===== src/tsm_pkg.sv =====
// Shared types, constants and helpers of the tank steering mixer.
// No dependencies; the front end, queue, write sequencer and top level use it.
package tsm_pkg;

  localparam int QDEPTH = 4;
  localparam int QPTR_W = $clog2(QDEPTH);
  localparam int QCNT_W = $clog2(QDEPTH + 1);

  localparam int RAW_W   = 8;
  localparam int VAL_W   = 14;
  localparam int LIMIT_W = 7;
  localparam int NSLOT   = 7;

  localparam logic [RAW_W-1:0] RAW_SAT = 8'd200;
  localparam logic [RAW_W-1:0] RAW_CTR = 8'd100;
  localparam logic [VAL_W-1:0] LIMIT_RST_X100 = 14'd3000;
  localparam logic [VAL_W-1:0] PCT_SCALE = 14'd100;

  typedef enum logic [2:0] {
    TGT_EN_LEFT    = 3'd0,
    TGT_EN_RIGHT   = 3'd1,
    TGT_DIR_LEFT   = 3'd2,
    TGT_DIR_RIGHT  = 3'd3,
    TGT_DUTY_LEFT  = 3'd4,
    TGT_DUTY_RIGHT = 3'd5,
    TGT_STOP_ALL   = 3'd6
  } target_t;

  // Slots in emission order; bit n of a job mask is slot n.
  typedef enum logic [2:0] {
    SLOT_STOP   = 3'd0,
    SLOT_EN_L   = 3'd1,
    SLOT_EN_R   = 3'd2,
    SLOT_DIR_L  = 3'd3,
    SLOT_DIR_R  = 3'd4,
    SLOT_DUTY_L = 3'd5,
    SLOT_DUTY_R = 3'd6
  } slot_t;

  typedef struct packed {
    logic [NSLOT-1:0] mask;
    logic             en_val;
    logic             dir_l;
    logic             dir_r;
    logic [VAL_W-1:0] duty_l;
    logic [VAL_W-1:0] duty_r;
  } job_t;

  // Saturate to 200 and recentre to -100..100.
  function automatic logic signed [RAW_W-1:0] centre(input logic [RAW_W-1:0] raw);
    logic [RAW_W-1:0] s;
    s = (raw > RAW_SAT) ? RAW_SAT : raw;
    return signed'(s - RAW_CTR);
  endfunction

  function automatic target_t slot_target(input slot_t s);
    target_t t;
    unique case (s)
      SLOT_STOP:   t = TGT_STOP_ALL;
      SLOT_EN_L:   t = TGT_EN_LEFT;
      SLOT_EN_R:   t = TGT_EN_RIGHT;
      SLOT_DIR_L:  t = TGT_DIR_LEFT;
      SLOT_DIR_R:  t = TGT_DIR_RIGHT;
      SLOT_DUTY_L: t = TGT_DUTY_LEFT;
      SLOT_DUTY_R: t = TGT_DUTY_RIGHT;
      default:     t = TGT_STOP_ALL;
    endcase
    return t;
  endfunction

endpackage


===== src/tsm_in_if.sv =====
// Command request channel of the tank steering mixer.
// Depends on nothing.
interface tsm_in_if;
  logic       valid;
  logic       ready;
  logic       cmd;
  logic [7:0] speed_byte;
  logic [7:0] turn_byte;
  modport source (output valid, cmd, speed_byte, turn_byte, input ready);
  modport sink   (input valid, cmd, speed_byte, turn_byte, output ready);
endinterface


===== src/tsm_out_if.sv =====
// Register-write request channel of the tank steering mixer.
// Depends on nothing.
interface tsm_out_if;
  logic        valid;
  logic        ready;
  logic [2:0]  target;
  logic [13:0] write_value;
  logic        last;
  modport source (output valid, target, write_value, last, input ready);
  modport sink   (input valid, target, write_value, last, output ready);
endinterface


===== src/tsm_front.sv =====
// Front end: accepts requests, tracks speed/turn state, mixes wheel values
// and builds write jobs. Depends on tsm_pkg and tsm_in_if.
module tsm_front (
  input  logic                       clk,
  input  logic                       rst_n,
  tsm_in_if.sink                     in_ch,
  input  logic                       cfg_we,
  input  logic [tsm_pkg::LIMIT_W-1:0] cfg_wdata,
  input  logic [tsm_pkg::QCNT_W-1:0] q_count,
  output logic                       push_valid,
  output tsm_pkg::job_t              push_job,
  output logic [1:0]                 inflight
);

  localparam int OCC_W = tsm_pkg::QCNT_W + 1;

  // state
  logic signed [7:0] prev_speed_r, prev_turn_r;
  logic              prev_dl_r, prev_dr_r;
  logic [tsm_pkg::VAL_W-1:0] lim100_r;

  // stage 1
  logic              v1_r, lost1_r, enw1_r, env1_r;
  logic signed [7:0] spd1_r, fl1_r, fr1_r;
  // stage 2
  logic               v2_r, lost2_r, enw2_r, env2_r;
  logic signed [15:0] pl2_r, pr2_r;

  logic              accept;
  logic signed [7:0] speed_c, turn_c, f_c, fl_c, fr_c;
  logic [7:0]        aturn_c;
  logic              changed_c, start_stop_c, v1_nxt;
  logic [OCC_W-1:0]  occ;

  logic [15:0]               negl, negr;
  logic [tsm_pkg::VAL_W-1:0] magl, magr;
  logic                      dl, dr, dirw_l, dirw_r, start2;
  logic [tsm_pkg::NSLOT-1:0] mask;

  assign occ         = OCC_W'(q_count) + OCC_W'(inflight);
  assign in_ch.ready = occ < OCC_W'(tsm_pkg::QDEPTH);
  assign accept      = in_ch.valid && in_ch.ready;

  // Slowed side factor: 100 - 2*|turn|
  always_comb begin
    speed_c      = tsm_pkg::centre(in_ch.speed_byte);
    turn_c       = tsm_pkg::centre(in_ch.turn_byte);
    aturn_c      = turn_c[7] ? 8'(-turn_c) : 8'(turn_c);
    f_c          = signed'(8'd100 - {aturn_c[6:0], 1'b0});
    fl_c         = turn_c[7] ? f_c : 8'sd100;
    fr_c         = (!turn_c[7] && turn_c != 8'sd0) ? f_c : 8'sd100;
    changed_c    = (speed_c != prev_speed_r) || (turn_c != prev_turn_r);
    start_stop_c = (speed_c != 8'sd0) != (prev_speed_r != 8'sd0);
    v1_nxt       = accept && (in_ch.cmd || changed_c);
  end

  always_ff @(posedge clk) begin
    if (!rst_n) begin
      prev_speed_r <= '0;
      prev_turn_r  <= '0;
      lim100_r     <= tsm_pkg::LIMIT_RST_X100;
      v1_r         <= 1'b0;
      v2_r         <= 1'b0;
    end else begin
      if (cfg_we)
        lim100_r <= tsm_pkg::VAL_W'(cfg_wdata) * tsm_pkg::PCT_SCALE;
      if (accept) begin
        prev_speed_r <= in_ch.cmd ? 8'sd0 : speed_c;
        prev_turn_r  <= in_ch.cmd ? 8'sd0 : turn_c;
      end
      v1_r <= v1_nxt;
      v2_r <= v1_r;
    end
  end

  // pipeline payload
  always_ff @(posedge clk) begin
    if (v1_nxt) begin
      lost1_r <= in_ch.cmd;
      enw1_r  <= start_stop_c;
      env1_r  <= speed_c != 8'sd0;
      spd1_r  <= speed_c;
      fl1_r   <= fl_c;
      fr1_r   <= fr_c;
    end
    if (v1_r) begin
      lost2_r <= lost1_r;
      enw2_r  <= enw1_r;
      env2_r  <= env1_r;
      pl2_r   <= spd1_r * fl1_r;
      pr2_r   <= spd1_r * fr1_r;
    end
  end

  // Direction bits, magnitudes and the write mask
  always_comb begin
    dl     = !pl2_r[15];
    dr     = !pr2_r[15];
    negl   = 16'(-pl2_r);
    negr   = 16'(-pr2_r);
    magl   = pl2_r[15] ? negl[tsm_pkg::VAL_W-1:0] : pl2_r[tsm_pkg::VAL_W-1:0];
    magr   = pr2_r[15] ? negr[tsm_pkg::VAL_W-1:0] : pr2_r[tsm_pkg::VAL_W-1:0];
    // a start leaves the stored direction unknown, so it always differs
    start2 = enw2_r && env2_r;
    dirw_l = (start2 || dl != prev_dl_r) && (magl < lim100_r);
    dirw_r = (start2 || dr != prev_dr_r) && (magr < lim100_r);
    mask   = '0;
    if (lost2_r) begin
      mask[tsm_pkg::SLOT_STOP] = 1'b1;
      mask[tsm_pkg::SLOT_EN_L] = 1'b1;
      mask[tsm_pkg::SLOT_EN_R] = 1'b1;
    end else begin
      mask[tsm_pkg::SLOT_EN_L]   = enw2_r;
      mask[tsm_pkg::SLOT_EN_R]   = enw2_r;
      mask[tsm_pkg::SLOT_DIR_L]  = dirw_l;
      mask[tsm_pkg::SLOT_DIR_R]  = dirw_r;
      mask[tsm_pkg::SLOT_DUTY_L] = 1'b1;
      mask[tsm_pkg::SLOT_DUTY_R] = 1'b1;
    end
    push_job.mask   = mask;
    push_job.en_val = env2_r && !lost2_r;
    push_job.dir_l  = dl;
    push_job.dir_r  = dr;
    push_job.duty_l = magl;
    push_job.duty_r = magr;
  end

  // Stored directions follow every update, written or not; link loss keeps them
  always_ff @(posedge clk) begin
    if (!rst_n) begin
      prev_dl_r <= 1'b0;
      prev_dr_r <= 1'b0;
    end else if (v2_r && !lost2_r) begin
      prev_dl_r <= dl;
      prev_dr_r <= dr;
    end
  end

  assign push_valid = v2_r;
  assign inflight   = {1'b0, v1_r} + {1'b0, v2_r};

endmodule


===== src/tsm_queue.sv =====
// Job queue between front end and write sequencer.
// Depends on tsm_pkg.
module tsm_queue (
  input  logic                       clk,
  input  logic                       rst_n,
  input  logic                       push,
  input  tsm_pkg::job_t              push_job,
  input  logic                       pop,
  output tsm_pkg::job_t              head,
  output logic                       head_valid,
  output logic [tsm_pkg::QCNT_W-1:0] count
);

  tsm_pkg::job_t               mem_r [tsm_pkg::QDEPTH];
  logic [tsm_pkg::QPTR_W-1:0]  wr_ptr_r, rd_ptr_r;
  logic [tsm_pkg::QCNT_W-1:0]  cnt_r;
  logic                        do_pop;

  assign do_pop     = pop && cnt_r != '0;
  assign head       = mem_r[rd_ptr_r];
  assign head_valid = cnt_r != '0;
  assign count      = cnt_r;

  always_ff @(posedge clk) begin
    if (push)
      mem_r[wr_ptr_r] <= push_job;
  end

  // push only arrives with room; the front end holds a credit for it
  always_ff @(posedge clk) begin
    if (!rst_n) begin
      wr_ptr_r <= '0;
      rd_ptr_r <= '0;
      cnt_r    <= '0;
    end else begin
      if (push)
        wr_ptr_r <= (wr_ptr_r == tsm_pkg::QPTR_W'(tsm_pkg::QDEPTH - 1)) ? '0 : wr_ptr_r + 1'b1;
      if (do_pop)
        rd_ptr_r <= (rd_ptr_r == tsm_pkg::QPTR_W'(tsm_pkg::QDEPTH - 1)) ? '0 : rd_ptr_r + 1'b1;
      if (push && !do_pop)
        cnt_r <= cnt_r + 1'b1;
      else if (!push && do_pop)
        cnt_r <= cnt_r - 1'b1;
    end
  end

endmodule


===== src/tsm_back.sv =====
// Write sequencer: turns queued jobs into register-write requests, one per
// cycle while out_ch is ready, through an output register. Depends on tsm_pkg and tsm_out_if.
module tsm_back (
  input  logic          clk,
  input  logic          rst_n,
  input  tsm_pkg::job_t q_head,
  input  logic          q_valid,
  output logic          q_pop,
  tsm_out_if.source     out_ch
);

  tsm_pkg::job_t             cur_r;
  logic [tsm_pkg::NSLOT-1:0] mask_r, mask_nxt, mask_after, rem;
  logic                      out_valid_r;
  logic [2:0]                target_r;
  logic [tsm_pkg::VAL_W-1:0] value_r, value_c;
  logic                      last_r;
  tsm_pkg::slot_t            sel;
  logic                      has, adv, emit;

  // lowest pending slot goes first
  always_comb begin
    sel = tsm_pkg::SLOT_STOP;
    for (int i = tsm_pkg::NSLOT - 1; i >= 0; i--) begin
      if (mask_r[i])
        sel = tsm_pkg::slot_t'(3'(i));
    end
    has        = |mask_r;
    rem        = mask_r & ~(tsm_pkg::NSLOT'(1) << sel);
    adv        = !out_valid_r || out_ch.ready;
    emit       = adv && has;
    mask_after = emit ? rem : mask_r;
    q_pop      = q_valid && (mask_after == '0);
    mask_nxt   = q_pop ? q_head.mask : mask_after;
  end

  always_comb begin
    unique case (sel)
      tsm_pkg::SLOT_STOP:   value_c = '0;
      tsm_pkg::SLOT_EN_L,
      tsm_pkg::SLOT_EN_R:   value_c = tsm_pkg::VAL_W'(cur_r.en_val);
      tsm_pkg::SLOT_DIR_L:  value_c = tsm_pkg::VAL_W'(cur_r.dir_l);
      tsm_pkg::SLOT_DIR_R:  value_c = tsm_pkg::VAL_W'(cur_r.dir_r);
      tsm_pkg::SLOT_DUTY_L: value_c = cur_r.duty_l;
      tsm_pkg::SLOT_DUTY_R: value_c = cur_r.duty_r;
      default:              value_c = '0;
    endcase
  end

  always_ff @(posedge clk) begin
    if (!rst_n) begin
      mask_r      <= '0;
      out_valid_r <= 1'b0;
    end else begin
      mask_r <= mask_nxt;
      if (adv)
        out_valid_r <= has;
    end
  end

  always_ff @(posedge clk) begin
    if (q_pop)
      cur_r <= q_head;
    if (emit) begin
      target_r <= tsm_pkg::slot_target(sel);
      value_r  <= value_c;
      last_r   <= rem == '0;
    end
  end

  assign out_ch.valid       = out_valid_r;
  assign out_ch.target      = target_r;
  assign out_ch.write_value = value_r;
  assign out_ch.last        = last_r;

endmodule


===== src/tank_steering_motor_mixer.sv =====
// Top level of the tank steering mixer: front end, job queue and write
// sequencer. Depends on tsm_pkg, tsm_in_if, tsm_out_if and the three units.
//
//  channel  | dir | payload                          | handshake
//  ---------+-----+----------------------------------+---------------------
//  in_ch    | in  | cmd, speed_byte, turn_byte       | valid/ready
//  out_ch   | out | target, write_value, last        | valid/ready
//  cfg_*    | in  | cfg_wdata = dir_change_limit     | cfg_we, no wait
//
//  Each accepted request causes 0 to 6 write requests; the sequencer sends
//  one per cycle while out_ch is ready. Requests are taken every cycle
//  while fewer than 4 jobs sit in the queue and the two mixing stages
//  together; a job passes the two mixing stages, the job queue and the
//  sequencer's mask and output registers before its first write is on out_ch.
//  Reset (rst_n low, synchronous) clears speed, turn, directions, queue and
//  output valid; dir_change_limit returns to 30. No clearing pass.
//  A stalled out_ch holds the sequencer; the front end keeps filling the
//  queue until its credits run out, then drops in_ch.ready.
module tank_steering_motor_mixer (
  input  logic                        clk,
  input  logic                        rst_n,
  tsm_in_if.sink                      in_ch,
  tsm_out_if.source                   out_ch,
  input  logic                        cfg_we,
  input  logic [tsm_pkg::LIMIT_W-1:0] cfg_wdata
);

  logic                       push_valid;
  tsm_pkg::job_t              push_job;
  logic [1:0]                 inflight;
  logic [tsm_pkg::QCNT_W-1:0] q_count;
  tsm_pkg::job_t              q_head;
  logic                       q_valid;
  logic                       q_pop;

  // classify, mix and build the write job
  tsm_front u_front (
    .clk        (clk),
    .rst_n      (rst_n),
    .in_ch      (in_ch),
    .cfg_we     (cfg_we),
    .cfg_wdata  (cfg_wdata),
    .q_count    (q_count),
    .push_valid (push_valid),
    .push_job   (push_job),
    .inflight   (inflight)
  );

  // decouples the mixer from a stalled write port
  tsm_queue u_queue (
    .clk        (clk),
    .rst_n      (rst_n),
    .push       (push_valid),
    .push_job   (push_job),
    .pop        (q_pop),
    .head       (q_head),
    .head_valid (q_valid),
    .count      (q_count)
  );

  // one write request per cycle while out_ch is ready
  tsm_back u_back (
    .clk     (clk),
    .rst_n   (rst_n),
    .q_head  (q_head),
    .q_valid (q_valid),
    .q_pop   (q_pop),
    .out_ch  (out_ch)
  );

  // queue credits never overrun
  a_credit: assert property (@(posedge clk) disable iff (!rst_n)
    (4'(q_count) + 4'(inflight)) <= 4'(tsm_pkg::QDEPTH))
    else $error("job queue credit overrun");

  // a link-lost request always enters the mixing pipeline
  a_lost_enters: assert property (@(posedge clk) disable iff (!rst_n)
    (in_ch.valid && in_ch.ready && in_ch.cmd) |=> (inflight != 2'd0))
    else $error("link-lost request dropped");

  // stop-all always leads a sequence, right duty always ends one
  a_stop_not_last: assert property (@(posedge clk) disable iff (!rst_n)
    (out_ch.valid && out_ch.target == tsm_pkg::TGT_STOP_ALL) |-> !out_ch.last)
    else $error("stop_all_pwm marked last");

  a_duty_r_last: assert property (@(posedge clk) disable iff (!rst_n)
    (out_ch.valid && out_ch.target == tsm_pkg::TGT_DUTY_RIGHT) |-> out_ch.last)
    else $error("duty_right not marked last");

endmodule

===== src/flat_wrapper.sv =====
// flat-port wrapper written by rule: the top's interface ports become plain ports
module tank_steering_motor_mixer_flat 
  (clk, rst_n, cfg_we, cfg_wdata, in_ch_valid, in_ch_cmd, in_ch_speed_byte, in_ch_turn_byte, in_ch_ready, out_ch_valid, out_ch_target, out_ch_write_value, out_ch_last, out_ch_ready);
  tsm_in_if in_ch_i ();
  tsm_out_if out_ch_i ();
  input  logic clk;
  input  logic rst_n;
  input  logic cfg_we;
  input  logic [tsm_pkg::LIMIT_W-1:0] cfg_wdata;
  input wire logic [$bits(in_ch_i.valid)-1:0] in_ch_valid;
  input wire logic [$bits(in_ch_i.cmd)-1:0] in_ch_cmd;
  input wire logic [$bits(in_ch_i.speed_byte)-1:0] in_ch_speed_byte;
  input wire logic [$bits(in_ch_i.turn_byte)-1:0] in_ch_turn_byte;
  output wire logic [$bits(in_ch_i.ready)-1:0] in_ch_ready;
  output wire logic [$bits(out_ch_i.valid)-1:0] out_ch_valid;
  output wire logic [$bits(out_ch_i.target)-1:0] out_ch_target;
  output wire logic [$bits(out_ch_i.write_value)-1:0] out_ch_write_value;
  output wire logic [$bits(out_ch_i.last)-1:0] out_ch_last;
  input wire logic [$bits(out_ch_i.ready)-1:0] out_ch_ready;
  assign in_ch_i.valid = in_ch_valid;
  assign in_ch_i.cmd = in_ch_cmd;
  assign in_ch_i.speed_byte = in_ch_speed_byte;
  assign in_ch_i.turn_byte = in_ch_turn_byte;
  assign in_ch_ready = in_ch_i.ready;
  assign out_ch_valid = out_ch_i.valid;
  assign out_ch_target = out_ch_i.target;
  assign out_ch_write_value = out_ch_i.write_value;
  assign out_ch_last = out_ch_i.last;
  assign out_ch_i.ready = out_ch_ready;
  tank_steering_motor_mixer u_core (.clk(clk), .rst_n(rst_n), .in_ch(in_ch_i), .out_ch(out_ch_i), .cfg_we(cfg_we), .cfg_wdata(cfg_wdata));
endmodule

===== config.mk =====
export PLATFORM = sky130hd
export DESIGN_NAME = tank_steering_motor_mixer_flat
export DESIGN_NICKNAME = d
export VERILOG_FILES = /design/src/tsm_pkg.sv /design/src/tsm_in_if.sv /design/src/tsm_out_if.sv /design/src/tsm_front.sv /design/src/tsm_queue.sv /design/src/tsm_back.sv /design/src/tank_steering_motor_mixer.sv /design/src/flat_wrapper.sv
export SDC_FILE = /design/constraint.sdc
export NUM_CORES = 1
export LEC_CHECK = 0
export ABC_CLOCK_PERIOD_IN_PS = 5100
export BUFFER_PORTS_ARGS = -buffer_cell sky130_fd_sc_hd__buf_2
export CAP_MARGIN = 0
export CORE_MARGIN = 2
export CORE_UTILIZATION = 45
export CTS_BUF_LIST = sky130_fd_sc_hd__clkbuf_16
export DETAILED_ROUTE_END_ITERATION = 16
export PLACE_DENSITY = 0.7
export SLEW_MARGIN = 25
export SYNTH_ARGS = -nofsm -noshare
export SYNTH_HDL_FRONTEND = slang
export SYNTH_SLANG_ARGS = --single-unit
export TNS_END_PERCENT = 50

===== constraint.sdc =====
create_clock -name clk -period 5.1 [get_ports clk]
set_input_delay 0.765 -clock clk [delete_from_list [all_inputs] [get_ports clk]]
set_output_delay 0.765 -clock clk [all_outputs]
set_load 0.02 [all_outputs]

Word-level counts from Yosys, hierarchy flattened
Memories as Yosys holds them, arrays and structs flattened. A register that Yosys moved wholly into a read port is not among the register bits.
Cells that the tools add are included.
Storage, ports and cells
  logic and storage cells: 131
  output and inout bits: 20
  memories kept: 1
  memory bits (writable): 152
  bits in registers: 158
  input bits: 29
Cells by class
  multipliers: 3
  multiplexer cells: 29
  reductions and logical operators: 34
  bitwise operators: 2
  add/sub/neg operators: 12
  eq/ne operators: 13
  $lt $le $gt $ge: 5
  shift operators: 1
Memories
  u_core.u_queue.mem_r: words 4, width 38, read ports 1, clocked after memory_dff 1, wr ports 1, line tsm_queue.sv:14  | tsm_pkg::job_t mem_r [tsm_pkg::QDEPTH];
Operators by type and width (number)
  14-bit case mux with 5 select lines: 1
  8-bit by 8-bit multiplier with 16-bit output: 2
  8-bit 2-to-1 mux: 4
  14-bit < comparator: 2
  14-bit 2-to-1 mux: 2
  14-bit negation: 2
  3-bit 2-to-1 mux: 9
  8-bit nonzero test: 3
  7-bit 2-to-1 mux: 3
  3-bit case mux with 6 select lines: 1
  8-bit greater-than comparator (second input constant): 2
  8-bit != test: 2
  8-bit by 7-bit subtractor with 8-bit output (second input constant): 2
  7-bit logical NOT: 2
  1-bit logical AND: 13
  7-bit by 5-bit multiplier with 12-bit output (second input constant): 1
  2-bit 2-to-1 mux: 5
  3-bit == test (second input constant): 3
  7-bit by 8-bit subtractor with 8-bit output (first input constant): 1
  7-bit AND: 1
  1-bit logical NOT: 7
  7-bit negation: 1
  7-bit NOT: 1
  7-bit OR reduction: 1
  other kinds (17): 28

Depth between registers and ports, before layout
Gate-level depths: netlist of the first run.
  depth in word-level cells: 17
  gate-level depth with buffers: 17
  gate-level depth less buffers: 16

Hierarchy
A second synthesis of the first run with hierarchy kept.
Second synthesis, totals
  cell total of the unflattened synthesis: 1446
  area, all modules: 18226.2 um^2
By module, submodules not included
  tsm_front: times used 1, cells each 1050, area each 9995.8 um^2, sequential area each 2322.2 um^2
  tsm_queue: times used 1, cells each 243, area each 5949.5 um^2, sequential area each 4744.6 um^2
  tsm_back: times used 1, cells each 153, area each 2280.9 um^2, sequential area each 1631.6 um^2

Least setup slack after synthesis of the first run
No wires, ideal clock.
  path kind: flip-flop to flip-flop
  from: register u_core.u_front.spd1_r[7]
  to: register u_core.u_front.pl2_r[15], data pin
  clock period less this slack: 4568 ps
  path buffers: 1
  arrival time: 4302 ps
  cell stages (with the launch flop): 17
  setup time: 266 ps
  slack: 532 ps
  required time: 4834 ps
  path through: edfxtp_1 -> clkbuf_1 -> and2_1 -> fa_1 -> inv_1 -> fa_1 -> inv_1 -> fa_1 -> inv_1 -> fa_1 -> inv_1 -> ha_1 -> and3_1 -> a21oi_1 -> o21ai_0 -> o41ai_1 -> xnor2_1
On the way
  cells in the longest elaborated chain, start to end: 1
Ends and longest elaborated chain
  start: declaration: line tsm_front.sv:24  | logic signed [7:0] spd1_r, fl1_r, fr1_r;
  start signal: assignment: line tsm_front.sv:82  | spd1_r <= speed_c;
  8-bit by 8-bit multiplier with 16-bit output: line tsm_front.sv:90  | pl2_r <= spd1_r * fl1_r;
  end signal: assignment: line tsm_front.sv:90
  end: declaration: line tsm_front.sv:27  | logic signed [15:0] pl2_r, pr2_r;
Every way passes these cells.
A chain may end at the register's enable or synchronous reset.

Worst setup path in the final report of the first run
Ends and elaborated chain as after synthesis.

==> flow_summary_export.csv, run 1 <==
group,metric,value,unit
die,die_h,199,µm
yosys,synth_cells,1382,
placed_design,numPortBuffers,48,
worst_setup_path,critPathTopFamily,"adder cells",
clock_network,cts-root-buf,"clkbuf_16",
route,drtPass1Iterations,5,
global_route,grt.overflow.total,0,
worst_setup_path,rr_startpoint,"u_core.u_front.spd1_r[7]",
clock_network,clkLatencyLatePin,0.57,ns
yosys,netlist_area,17100,µm²
placed_design,dp_hpwl,22900,µm
clock_network,hold_buffers,0,
sta,period_needed,4.69,ns
die,core,37500,µm²
route,drc,0,
die,die_area,39500,µm²
worst_setup_path,path_max_fanout,7,
status,status,"finished, final reports clean",
worst_setup_path,max_stage_delay,0.61,ns
worst_setup_path,reg2reg_to,"u_core.u_front.pl2_r[15]",
clock_network,post_cts_resize_count,0,
die,die-width,199,µm
die,io_pins,49,
worst_setup_path,arrival,5.00,ns
run,max_cap_violations,0,
layout,antenna_cells,0,
yosys,async_reset_ff_share,0,%
clock_network,numCtsBuffers,30,
layout,num-fill-cells,3287,
route,ant_nets,0,
layout,syn2layout_area_growth,10.9,%
pwr,p_leak,7.58,nW
placed_design,globalplace.congestion,0.827,
layout,drive_above_1_share,11.2,%
sta,fin_crit_sh,92.0,%
worst_setup_path,crit_slowest_cell,"fa_1",
clock_network,post-cts-setup-buffer-count,0,
worst_setup_path,path_cells,"and2_1 > fa_1 > inv_1 > fa_1 > inv_1 > fa_1 > inv_1 > fa_1 > inv_1 > ha_1 > and3_1 > a21oi_1 > o21ai_0 > o41ai_1 > xnor2_1",
clock_network,cts_tree,"built",
clock_network,clk_pin_slew,0.06,ns
worst_setup_path,critical_path_class,"flip-flop to flip-flop",
layout,postLayoutCellArea,18900,µm²
yosys,synth-seq-cells,288,
min_path,hp-start,"u_core.u_front.lost1_r",
yosys,synthFlopType,"edfxtp_1",
sta,finClkSkew,0.0127,ns
yosys,synth_nets,1627,
sta,report.final.slew_viol_count,0,
die,initial_core_util,45.5,%
pwr,vdd_drop_max,0.000399,V
sta,fin_setup_tns,0,ns
route,wirelength,31500,µm
sta,relSlewSlack,41.3,%
global_route,grt_usage,16.7,%
yosys,syn_avg_cell_area,12.3,µm²
sta,setup_violations,0,
route,drt_iter0_drc,494,
worst_setup_path,reg2regPathDepth,15,
sta,hold_viol_final,0,
yosys,synth_cell_types,66,
worst_setup_path,cp-end-kind,"flip-flop",
clock_network,cts.sinks,288,
global_route,grt_antenna_before_repair,0,
min_path,hp-class,"flip-flop to flip-flop",
yosys,synth_edf_count,239,
min_path,min_to,"u_core.u_front.lost2_r",
sta,tightest_slew,0.877,ns
route,routed_via_density,5.16,
layout,mostFrequentLayoutCells,"edfxtp_1 (239), inv_1 (184), ha_1 (125)",
worst_setup_path,required,5.41,ns
pwr,power_density,670,nW/µm²
layout,layout_commonest_cell,"edfxtp_1",
worst_setup_path,r2r_slack,0.41,ns
worst_setup_path,path_buf_inv,4,
route,wire_per_inst,16.0,µm
clock_network,ctsHtreeMaxLevel,1,
worst_setup_path,crit_path_start_kind,"flip-flop",
layout,utilization,50.4,%
clock_network,clockBufferDepth,3,
global_route,grt_max_degree,35,
yosys,yosysWarnings,0,
sta,fmax,0.213,GHz
layout,fin_nets,1681,
placed_design,place_area,17900,µm²
global_route,grt_pass1_vias,10700,
min_path,holdPathStages,0,
die,rows,71,
sta,grt_setup_unrepaired,"no",
global_route,grt_pass1_wl,53000,µm
yosys,ys_seq_area_share,47.8,%
route,dr_total_vias,10200,
==> cells by family (layout without fill, tap and decap cells) <==
kind of cell / Yosys count / count (layout) / synth area share (%)
AO/OA/AOI/OAI: 184 / 184 / 7.43
XOR/XNOR: 85 / 85 / 4.37
adder cells (fa/ha/maj): 218 / 218 / 20.0
buffers and inverters: 223 / 301 / 4.93
flip-flops: 288 / 288 / 47.8
multiplexers: 47 / 47 / 5.29
AND/OR/NAND/NOR: 337 / 337 / 10.2
==> Yosys cell counts (4+ instances only) <==
cell type  instances  area (µm²)
edfxtp_1         239        7180
inv_1            175         657
ha_1             125        1560
nand2_1           93         349
fa_1              91        1820
and2_1            72         450
xnor2_1           65         569
nor2_1            60         225
dfxtp_1           49         981
a21oi_1           46         230
clkbuf_1          39         146
mux4_2            34         766
o21ai_0           25         125
or3_1             21         131
xor2_1            20         175
nor3_1            19        95.1
nor2b_1           16         100
a22o_1            13         114
a21o_1            12        90.1
nand2b_1          10        62.6
o211ai_1          10        75.1
a211oi_1           9        67.6
o31ai_1            9        67.6
o41ai_1            9        78.8
mux2i_1            8        80.1
nand3_1            8        40.0
o21a_1             8        60.1
a31oi_1            7        43.8
or2_2              7        43.8
mux2_2             5        56.3
nand4_1            5        31.3
nor4_1             5        31.3
o22ai_1            5        31.3
a21boi_0           4        30.0
buf_1              4        15.0
or4_1              4        30.0
==> sequential cells by signal (all words and copies together) (netlist names), 8 cells and up, named ones only <==
register                          count
u_core.u_front.pl2_r                 14
u_core.u_queue.mem_r                136
u_core.u_back.out_ch.write_value     14
u_core.u_front.lim100_r              12
u_core.u_front.prev_turn_r            8
u_core.u_front.prev_speed_r           8
u_core.u_front.pr2_r                 14
u_core.u_back.cur_r                  29
u_core.u_front.spd1_r                 8
==> routing by layer <==
metal | vias up | track usage (%) | part of all wire [%]
met5 | - | 0 | 0
met4 | 0 | 5.75 | 3.7
met3 | 65 | 2.32 | 3.8
met2 | 173 | 29.7 | 49
met1 | 4968 | 20.9 | 43
li1 | 4967 | - | -
==> report_power, final <==
part	internal, mW	total (mW)	switching (mW)
Sequential	3.68	4.03	0.346
Clock	1.22	2.10	0.883
Combinational	2.85	6.55	3.70
==> worst max path at each step <==
| stage | to | slack, ns | start | cells past startpoint |
|---|---|---|---|---|
| detailed placement | u_core.u_front.pl2_r[15] | 0.23 | u_core.u_front.spd1_r[7] | 15 |
| floorplan | u_core.u_front.pl2_r[15] | 0.53 | u_core.u_front.spd1_r[7] | 16 |
| global placement | u_core.u_front.pl2_r[15] | 0.38 | u_core.u_front.spd1_r[7] | 15 |
| CTS | u_core.u_front.pl2_r[15] | 0.22 | u_core.u_front.spd1_r[7] | 15 |
| global route | u_core.u_front.pl2_r[15] | 0.04 | u_core.u_front.spd1_r[4] | 15 |
| finish | u_core.u_front.pl2_r[15] | 0.41 | u_core.u_front.spd1_r[7] | 15 |
==> metrics by stage <==
step	instances	hold WS, ns	setup WS (ns)	power (mW)
after floorplan	1382	0.400	0.532	9.15
after global placement	1911	0.406	0.376	10.5
after detailed placement	1911	0.421	0.226	10.7
after CTS	1967	0.423	0.218	12.8
after global routing	1971	0.439	0.0425	13.9
final	1971	0.432	0.408	12.7
==> layout make-up <==
class / count / area, µm² / share of cell area, %
Multi-Input combinational cell: 871 / 8090 / 42.8
Inverter: 177 / 664 / 3.51
Timing Repair Buffer: 68 / 390 / 2.06
Clock inverter: 26 / 219 / 1.16
Clock buffer: 30 / 751 / 3.97
Tap cell: 511 / 639 / 3.38
Sequential cell: 288 / 8160 / 43.1
Power figures use the tool's default switching activity.
==> inputs of run 2 (changes only) <==
RECOVER_POWER = 50   (was unset)
REMOVE_ABC_BUFFERS = 1   (was unset)
==> run 2 against run 1 <==
The run now ends with capacitance limit, slew limit left. Cell count barely moved. Die area did not move. Count of clock-buffer cells in the layout rose by 1. Critical path type unchanged. Critical endpoint unchanged. Largest cell class unchanged. Highest routed layer unchanged.
==> flow_summary_export.csv, run 2 (synthesized netlist as in run 1, its figures left out) <==
group,metric,value,unit
die,die-width,199,µm
pwr,p_leak,7.54,nW
status,status,"finished, violations left",
global_route,grt.overflow.total,0,
layout,layout_commonest_cell,"edfxtp_1",
sta,fin_setup_tns,0,ns
clock_network,cts_tree,"built",
layout,antenna_cells,0,
placed_design,dp_hpwl,22600,µm
status,violations,"capacitance limit, slew limit",
sta,setup_violations,0,
sta,fin_crit_sh,94.3,%
layout,drive_above_1_share,10.7,%
sta,report.final.slew_viol_count,244,
worst_setup_path,max_stage_delay,0.60,ns
worst_setup_path,crit_slowest_cell,"fa_1",
route,wirelength,31500,µm
layout,mostFrequentLayoutCells,"edfxtp_1 (239), inv_1 (181), ha_1 (125)",
pwr,power_density,675,nW/µm²
sta,hold_viol_final,0,
worst_setup_path,crit_path_start_kind,"flip-flop",
clock_network,cts.sinks,288,
route,drt_iter0_drc,473,
layout,top_register,"u_core.u_queue.mem_r",
clock_network,clk_pin_slew,0.06,ns
route,drtPass1Iterations,6,
run,max_cap_violations,7,
die,core,37500,µm²
route,dr_total_vias,10300,
route,drc,0,
layout,fin_nets,1681,
sta,tightest_slew,2.95,ns
layout,syn2layout_area_growth,10.8,%
placed_design,globalplace.congestion,0.844,
clock_network,ctsHtreeMaxLevel,1,
placed_design,numPortBuffers,48,
global_route,grt_max_degree,35,
layout,utilization,50.4,%
sta,grt_setup_unrepaired,"no",
pwr,vdd_drop_max,0.000433,V
clock_network,numCtsBuffers,31,
clock_network,clkLatencyLatePin,0.58,ns
worst_setup_path,critical_path_class,"flip-flop to flip-flop",
pwr,design_power_total,12.8,mW
layout,largest_register_ffs,136,
route,routed_via_density,5.22,
route,wire_per_inst,16.0,µm
sta,relSlewSlack,-97.0,%
die,die_area,39500,µm²
clock_network,hold_buffers,0,
layout,final_cells,1972,
sta,fmax,0.208,GHz
sta,finClkSkew,0.00784,ns
sta,fin_hold_ws,0.432,ns
global_route,grt_pass1_vias,10700,
die,initial_core_util,45.5,%
layout,num-fill-cells,3269,
worst_setup_path,path_cells,"and2_1 > fa_1 > inv_1 > fa_1 > inv_1 > fa_1 > inv_1 > fa_1 > inv_1 > ha_1 > and3_1 > a21oi_1 > o21ai_0 > o41ai_1 > xnor2_1",
placed_design,dp_cells,1908,
die,die_h,199,µm
die,io_pins,49,
sta,period_needed,4.81,ns
die,rows,71,
clock_network,cts-root-buf,"clkbuf_16",
clock_network,clockBufferDepth,3,
route,ant_nets,0,
global_route,grt_pass1_wl,52800,µm
worst_setup_path,arrival,5.12,ns
global_route,grt_antenna_before_repair,0,
min_path,hp-class,"flip-flop to flip-flop",
worst_setup_path,path_max_fanout,10,
worst_setup_path,cp-end-kind,"flip-flop",
layout,reg_top3,"u_core.u_queue.mem_r x136, u_core.u_back.cur_r x29",
worst_setup_path,required,5.41,ns
global_route,grt_usage,16.8,%
worst_setup_path,reg2regPathDepth,15,
min_path,holdPathStages,0,
[run 2: critical path, delay by kind of cell (launching register included)]
kind            cells  cell delay, ns
compound gates      3            0.57
xor+xnor            1            0.11
fa+ha+maj           5            2.56
buf+inv             4            0.30
flops               1            0.55
simple gates        2            0.45
[run 2: worst paths after layout]
kind                              endpoint  slack, ns                      from
hold / removal       u_core.u_front.env2_r       0.43     u_core.u_front.env1_r
setup / recovery  u_core.u_front.pl2_r[15]       0.29  u_core.u_front.spd1_r[7]
setup reg to reg  u_core.u_front.pl2_r[15]       0.29  u_core.u_front.spd1_r[7]
hold reg to reg      u_core.u_front.env2_r       0.43     u_core.u_front.env1_r
[run 2: where the power goes]
part / total (mW) / switching (mW) / internal (mW)
Combinational: 6.61 / 3.75 / 2.85
Clock: 2.14 / 0.918 / 1.22
Sequential: 4.02 / 0.333 / 3.68
[run 2: through the flow]
step                cell area [µm²]  setup slack (ns)
floorplan                     16900             0.597
global placement              17900             0.359
detailed placement            17900             0.195
CTS                           18900             0.180
global route                  18900            0.0604
finish                        18900             0.291
[run 2: area by class of cell]
type	instances	area (µm²)	area share (%)
multi-input combinational	871	8090	42.8
clock buffer	31	776	4.10
sequential	288	8160	43.2
timing repair buffer	67	348	1.84
tap	511	639	3.38
clock inverter	27	223	1.18
inverter	177	664	3.52
[run 2: routing by layer]
layer,up-vias,track usage [%],wire [µm]
met2,185,29.5,15600
met3,68,2.46,1170
met4,0,6.19,1150
met1,5064,21.0,13700
li1,4975,-,-
met5,-,0,0
[run 2: timing repair]
item | 4_1_cts | 5_1_grt
endpoints found under the setup margin | 0 | 2
setup buffers | 0 | 6
resized for setup | 0 | 1
